[src/sv/slab_pkg.sv]
// ============================================================================
// slab_pkg: shared types and constants of the slab object allocator
// Geometry widths, status codes, register indexes and the command and flag
// structs that join the controller and the datapath.
// ============================================================================
`default_nettype none

package slab_pkg;

   localparam int POOL_PAGES = 64;
   localparam int PAGE_BYTES = 4096;
   localparam int MAX_SLOTS  = 512;

   localparam int PAGE_W  = $clog2(POOL_PAGES);
   localparam int SLOT_W  = $clog2(MAX_SLOTS);
   localparam int OFF_W   = $clog2(PAGE_BYTES);
   localparam int ADDR_W  = 18;
   localparam int PAGES_W = 7;
   localparam int SLOTS_W = 10;
   localparam int HEAD_W  = 10;
   // a double free can loop a free list, so the used count may pass the slots
   localparam int USED_W  = 16;
   localparam int LIVE_W  = 15;
   localparam int TALLY_W = 32;
   localparam int CFG_W   = 13;
   localparam int SIZE_W  = 14;
   localparam int FO_W    = 14;
   localparam int DVD_W   = 13;
   localparam int IDX_W   = 2;
   localparam int PROD_W  = SLOT_W + SIZE_W;

   localparam logic [FO_W-1:0]    HDR_BYTES = 14'd24;
   localparam logic [CFG_W-1:0]   MIN_ALIGN = 13'd8;
   localparam logic [HEAD_W-1:0]  NO_SLOT   = 10'd1023;
   localparam logic [CFG_W-1:0]   RST_SIZE  = 13'd8;
   localparam logic [CFG_W-1:0]   RST_ALIGN = 13'd8;
   localparam logic [PAGES_W-1:0] RST_LIMIT = 7'd64;

   localparam logic [IDX_W-1:0] REG_SIZE  = 2'd0;
   localparam logic [IDX_W-1:0] REG_ALIGN = 2'd1;
   localparam logic [IDX_W-1:0] REG_LIMIT = 2'd2;

   typedef enum logic [2:0] {
      ST_OK         = 3'd0,
      ST_NO_PAGE    = 3'd1,
      ST_FOREIGN    = 3'd2,
      ST_UNDERFLOW  = 3'd3,
      ST_BAD_CONFIG = 3'd4
   } status_type;

   typedef struct packed {
      logic       cfg_write;
      logic       geom_start;
      logic       geom_latch;
      logic       req_take;
      logic       scan_load;
      logic       scan_read;
      logic       scan_dec;
      logic       found;
      logic       page_new;
      logic       build_write;
      logic       build_done;
      logic       pop_read;
      logic       pop_write;
      logic       fail;
      logic       free_div;
      logic       free_read;
      logic       free_write;
      logic       set_code;
      status_type code;
      logic       load_rsp;
   } cmd_type;

   typedef struct packed {
      logic geom_bad;
      logic div_done;
      logic req_free;
      logic scan_zero;
      logic head_hit;
      logic page_full;
      logic build_last;
      logic pre_foreign;
      logic div_foreign;
      logic under;
      logic rsp_open;
   } flags_type;

endpackage

`default_nettype wire

[src/sv/slab_ctrl.sv]
// ============================================================================
// slab_ctrl: allocator sequencer
// Walks geometry setup, page scan, page build, pop, address decode and push,
// and hands one beat at a time to the response register.
// ============================================================================
`default_nettype none

module slab_ctrl (
   input  wire logic                clock,
   input  wire logic                reset,
   input  wire logic                req_valid,
   output logic                     req_ready,
   input  wire logic                csr_valid,
   output logic                     csr_ready,
   input  wire slab_pkg::flags_type flags,
   output slab_pkg::cmd_type        cmd
);
   import slab_pkg::*;

   typedef enum logic [3:0] {
      S_GEOM, S_GEOM_WAIT, S_IDLE, S_SCAN_RD, S_SCAN_CMP, S_NEW, S_BUILD,
      S_POP_RD, S_POP_WR, S_FCHK, S_FDIV, S_FRD, S_RESULT
   } state_type;

   state_type state_ff, state_in;

   always_ff @(posedge clock) begin
      if (reset) begin
         state_ff <= S_GEOM;
      end else begin
         state_ff <= state_in;
      end
   end

   assign csr_ready = (state_ff == S_IDLE);
   assign req_ready = (state_ff == S_IDLE) && !csr_valid;

   // next state and commands
   always_comb begin
      state_in = state_ff;
      cmd      = '0;
      cmd.code = ST_OK;
      unique case (state_ff)
         S_GEOM: begin
            cmd.geom_start = 1'b1;
            state_in       = S_GEOM_WAIT;
         end
         S_GEOM_WAIT: begin
            if (flags.div_done) begin
               cmd.geom_latch = 1'b1;
               state_in       = S_IDLE;
            end
         end
         S_IDLE: begin
            if (csr_valid) begin
               cmd.cfg_write = 1'b1;
               state_in      = S_GEOM;
            end else if (req_valid) begin
               cmd.req_take = 1'b1;
               if (flags.geom_bad) begin
                  cmd.set_code = 1'b1;
                  cmd.code     = ST_BAD_CONFIG;
                  state_in     = S_RESULT;
               end else if (flags.req_free) begin
                  state_in = S_FCHK;
               end else begin
                  cmd.scan_load = 1'b1;
                  state_in      = S_SCAN_RD;
               end
            end
         end
         S_SCAN_RD: begin
            if (flags.scan_zero) begin
               state_in = S_NEW;
            end else begin
               cmd.scan_read = 1'b1;
               state_in      = S_SCAN_CMP;
            end
         end
         S_SCAN_CMP: begin
            if (flags.head_hit) begin
               cmd.found = 1'b1;
               state_in  = S_POP_RD;
            end else begin
               cmd.scan_dec = 1'b1;
               state_in     = S_SCAN_RD;
            end
         end
         S_NEW: begin
            if (flags.page_full) begin
               cmd.fail     = 1'b1;
               cmd.set_code = 1'b1;
               cmd.code     = ST_NO_PAGE;
               state_in     = S_RESULT;
            end else begin
               cmd.page_new = 1'b1;
               state_in     = S_BUILD;
            end
         end
         S_BUILD: begin
            cmd.build_write = 1'b1;
            if (flags.build_last) begin
               cmd.build_done = 1'b1;
               state_in       = S_POP_RD;
            end
         end
         S_POP_RD: begin
            cmd.pop_read = 1'b1;
            state_in     = S_POP_WR;
         end
         S_POP_WR: begin
            cmd.pop_write = 1'b1;
            cmd.set_code  = 1'b1;
            cmd.code      = ST_OK;
            state_in      = S_RESULT;
         end
         S_FCHK: begin
            if (flags.pre_foreign) begin
               cmd.set_code = 1'b1;
               cmd.code     = ST_FOREIGN;
               state_in     = S_RESULT;
            end else begin
               cmd.free_div = 1'b1;
               state_in     = S_FDIV;
            end
         end
         S_FDIV: begin
            if (flags.div_done) begin
               if (flags.div_foreign) begin
                  cmd.set_code = 1'b1;
                  cmd.code     = ST_FOREIGN;
                  state_in     = S_RESULT;
               end else begin
                  cmd.free_read = 1'b1;
                  state_in      = S_FRD;
               end
            end
         end
         S_FRD: begin
            cmd.set_code = 1'b1;
            if (flags.under) begin
               cmd.code = ST_UNDERFLOW;
            end else begin
               cmd.free_write = 1'b1;
               cmd.code       = ST_OK;
            end
            state_in = S_RESULT;
         end
         S_RESULT: begin
            if (flags.rsp_open) begin
               cmd.load_rsp = 1'b1;
               state_in     = S_IDLE;
            end
         end
         default: state_in = S_IDLE;
      endcase
   end

endmodule

`default_nettype wire

[config.mk]
export PLATFORM = sky130hd
export DESIGN_NAME = slab_ctrl
export DESIGN_NICKNAME = d
export VERILOG_FILES = /design/src/sv/slab_pkg.sv /design/src/sv/slab_ctrl.sv
export SDC_FILE = /design/constraint.sdc
export NUM_CORES = 1
export LEC_CHECK = 0
export BUFFER_PORTS_ARGS = -buffer_cell sky130_fd_sc_hd__buf_4
export CAP_MARGIN = 20
export CORE_ASPECT_RATIO = 0.8
export CORE_UTILIZATION = 43
export CTS_BUF_LIST = sky130_fd_sc_hd__clkbuf_16
export CTS_CLUSTER_SIZE = 16
export DETAILED_ROUTE_END_ITERATION = 6
export GPL_TIMING_DRIVEN = 1
export PLACE_DENSITY = 0.77
export SETUP_SLACK_MARGIN = 0.15
export SYNTH_ARGS = -nofsm -noshare
export SYNTH_HDL_FRONTEND = slang
export SYNTH_SLANG_ARGS = --single-unit
[constraint.sdc]
create_clock -name clock -period 4.1 [get_ports clock]
set_input_delay 0.82 -clock clock [delete_from_list [all_inputs] [get_ports clock]]
set_output_delay 0.82 -clock clock [all_outputs]
set_load 0.01 [all_outputs]
# Word-level counts from Yosys, hierarchy flattened
# Index checks and enable logic that the tools add are counted.
# totals
reg_bits,4
latchBits,0
ramBits,0
rom_bits,0
elab_cells,78
n_memories,0
# classes
add_sub_neg,0
n_mul,0
n_div,0
magnitude_cmp,0
eq_ne,17
shifts,0
n_mux,55
bitwise,0
reduce_logical,5
# ops
op,count
$mux W4,16
$pmux W4 S12,1
$mux W1,28
$pmux W4 S6,1
$eq A4 B4 Y1 const B,5
$eq A4 B3 Y1 const B,4
$mux W2,6
$mux W3,3
$eq A4 B2 Y1 const B,2
$ne A2 B2 Y1 const B,4
$reduce_and A5 Y1,1
$eq A4 B1 Y1 const B,1
$logic_not A4 Y1,1
$ne A3 B3 Y1 const B,1
$reduce_or A2 Y1,1
$logic_and A1 B1 Y1,1
$logic_not A1 Y1,1

# Logic depth before layout (Yosys ltp)
# depth
word_depth,5
depth_mapped,6
ltp_nobuf,4

# Least setup slack after synthesis
# Ideal clock, no wire load.
# synth_path
path_kind,register to output
from,register state_ff[2]
to,output cmd[4] (netlist bit)
t_arrival_ns,1.638
t_required_ns,3.280
setup_slack_ns,1.642
stages_incl_launch_ff,6
n_path_buf,1
cell_sequence,dfxtp_1 buf_6 or4b_4 nor2_1 and3_1 nand4bb_1
# synth_rtl
item,line,text
start: declaration,slab_ctrl.sv:25,"state_type state_ff, state_in;"
start signal: assignment,slab_ctrl.sv:31,state_ff <= state_in;
end: declaration,slab_ctrl.sv:16,output slab_pkg::cmd_type cmd

==> results by group <==
Final layout
  – Most frequent cells in the layout: buf_4 (38), nor3_1 (10), nand2_1 (9)
  – Layout Cells excl Fill: 158
  – Util after Layout: 71.51%
  – Largest Register: state_ff
  – Post-route cell area: 0.001052 mm2
  – Biggest regs: state_ff (4)
  – Multi-input logic area: 578.1 um2
  – # fillers: 136
  – ANT cells: 0
  – Leading cell type in the layout, fill and taps excluded: buf_4
  – Layout cells sized above 1: 34.31%
  – Reg area: 80.08 um2
  – Layout Nets: 154
  – P&R area growth vs syn: 47.80%
  – Largest register FFs: 4

Yosys
  – Synthesized flop and latch total: 4
  – Synth top area share: 11.25%
  – Synth warn: 0
  – Post-Synthesis Cells: ~110
  – Simple-Gate Fraction of Synth Area: 59.58%
  – Mapped cell area: 711.9 um2
  – Count of different cell masters after synthesis: 39
  – Largest family of logic cells by synthesized area: simple AND/OR/NAND/NOR gates
  – Adder-Cell Fraction of Synth Area: 0%
  – Cell accounting for the most synthesized area: dfxtp_1
  – Synth area leaders: dfxtp_1 (11%), nand2b_1 (7.0%), nor3_1 (7.0%), nand2_1 (4.7%), nor2b_1 (4.4%)
  – Sequential fraction of the synthesis area: between 10% and 20%
  – XOR/XNOR Fraction of Synth Area: 0%
  – Compound-Gate Fraction of Synth Area: 21.62%
  – Mux cell area share after synthesis: 0%
  – Synth Area per Inst: 6.780 um2
  – Net Count, Synth: 120

Setup path
  – Nature of the critical path endpoint: primary output
  – Worst reg-to-reg path cell count: 4
  – CP Data Required Time: 3.28 ns
  – CP cell instances: or4b_4 > nor2_1 > and3_1 > nand4bb_1 > buf_4
  – WP data arrival: 2.41 ns
  – Worst path slowest cell: dfxtp_1
  – Worst r2r dst: state_ff[3]
  – CP max stage delay: 0.84 ns
  – Critical Path Start: state_ff[1]
  – Worst-path maximum fanout: 29
  – Flop2flop setup slack: 1.90 ns
  – CP Class: flip-flop to primary output
  – Worst R2R Start: state_ff[1]
  – Crit path launch type: flip-flop
  – End of the critical path: cmd[4]

Timing
  – Slew Limit Headroom: 46.15%
  – RSZ-0062 raised after global routing: false
  – Setup_tns: 0 ns
  – Fin crit period: 3.226 ns
  – Fmax: 309.9 MHz
  – Min Hold Slack: about 0.8 ns
  – Count of pins over their slew limit: 0
  – Clock Skew: 0.004233 ns
  – Final setup vio count: 0
  – Worst-margin pin slew: 0.8067 ns
  – Fin crit share: approximately 79%
  – Hold Vio Cnt, Final: 0

Floorplan
  – Row count: 12
  – Core outline area: 0.001471 mm2
  – Die Ht: 38.40 um
  – Io pins: 39
  – Initial Util: 48.38%
  – Die W: 47.49 um
  – DIE AREA: 0.001823 mm2

Drt
  – Vias per cell: ~5.7
  – Routed wire length: 2066 um
  – Routed wire length per instance: 13.08 um
  – First DRT Iteration DRCs: 27
  – Detailed-route DRC error count: 0
  – Drt pass-1 iters: 4
  – Post-route antenna net violation count: 0
  – Vias: 896

Clock network
  – CTS Sinks: 4
  – Worst-Skew Late Latency: 0.23 ns
  – H-tree depth: 1
  – Clock buffer depth: 2
  – TritonCTS Buffers: 3
  – Resize count post-CTS: 0
  – Root buffer cell: clkbuf_16
  – CTS Hold Bufs: 0
  – Clock-pin slew on the worst setup and hold paths: 0.03 ns
  – TritonCTS clock tree: done
  – Setup Fix Bufs, Post-CTS: 0

Placement
  – Placer Congestion: just over 0.9
  – Hpwl dp: 1466 um
  – IO Port Bufs: 38
  – Post-DP Area: 977.2 um2
  – Inst Count DP: roughly 160

Power
  – Pwr per Cell Area: 500.4 mW/mm2
  – VDD IR max: 0.4658 mV
  – Pleak: 0.0004540 uW

Global routing
  – GRT Util Overall: a little over a quarter
  – Initial antenna violation count: 0
  – Grt total ovfl: 0
  – Largest net degree at the start of global routing: 30
  – Vias in the first global route: 769
  – Global-route wire length before repair: 3339 um

Worst hold path
  – Class of the tightest hold or removal check: input pin to flip-flop
  – Hold Startpoint: reset

Run
  – Max Cap Viol: 0

Outcome
  – Status: complete, no violations
==> cell type report <==
cell class | instances | area share, %
Tap cell | 21 | 2.497
Inverter | 2 | 0.7134
Timing Repair Buffer | 38 | 27.11
Clock buffer | 3 | 7.134
Multi-Input combinational cell | 90 | 54.93
Sequential cell | 4 | 7.610
==> worst min path at each step <==
stage	endpoint	slack (ns)	cells past startpoint
2_1_floorplan	state_ff[0]	0.67	3
3_3_place_gp	state_ff[3]	0.77	2
3_5_place_dp	state_ff[3]	0.77	2
4_1_cts	state_ff[3]	0.78	2
5_1_grt	state_ff[2]	0.80	2
6_report	state_ff[2]	0.80	2
==> logic make-up (layout without fill, tap and decap cells) <==
group,count (synthesis),count (layout)
AO/OA/AOI/OAI,22,22
buffers and inverters,11,43
flip-flops,4,4
AND/OR/NAND/NOR,68,68
==> synthesized netlist by cell type <==
library cell	instances
buf_2	4
o21ai_0	5
nand3_1	3
nor3_1	10
o211a_1	1
a221oi_1	1
o2bb2ai_1	1
dfxtp_1	4
nor3b_1	1
nand2_1	9
nand4bb_1	2
nor4_1	2
a221o_1	1
nor2_1	7
inv_1	2
a21boi_0	1
a211oi_1	1
clkbuf_1	4
and2_1	4
and3b_1	2
nand4_1	1
nor2b_1	5
or4b_4	1
o221a_1	1
nand2b_1	8
nand4b_1	1
o32ai_1	1
or3b_2	2
o22ai_1	1
nand4b_2	1
or3_4	1
a31oi_1	2
a21oi_2	1
a22o_1	1
a21oi_1	4
buf_6	1
and3_1	3
nor4b_1	3
nand3b_1	2
==> layer usage <==
metal	share of wire [%]	wire [um]	track usage [%]	vias to the layer above
li1	-	-	-	459
met3	8.1	168	7.075	0
met2	43	895	44.18	53
met1	49	1003	35.01	384
met5	0	0	0	-
met4	0	0	0	0
==> power by group <==
| group | internal [uW] | switching (uW) |
|---|---|---|
| sequential | 51.4 | 69.1 |
| clock | 125 | 27.3 |
| combinational | 134 | 120 |
| total | 310 | 216 |
==> worst max-delay path, delay by kind of cell (launching register included) <==
kind,cells,cell delay (ns)
buf+inv,1,0.12
flops,1,0.84
simple gates,4,1.22
==> per-stage QoR <==
| step | total power (uW) | worst slack [ns] |
|---|---|---|
| after detailed placement | 368.6 | 1.177 |
| after global placement | 364.6 | 1.210 |
| after CTS | 525.8 | 0.9231 |
| final | 526.5 | 0.8735 |
| after floorplan | 291.3 | 1.642 |
| after global routing | 567.2 | 0.7551 |
No activity file was read; power rests on OpenSTA's default activity.
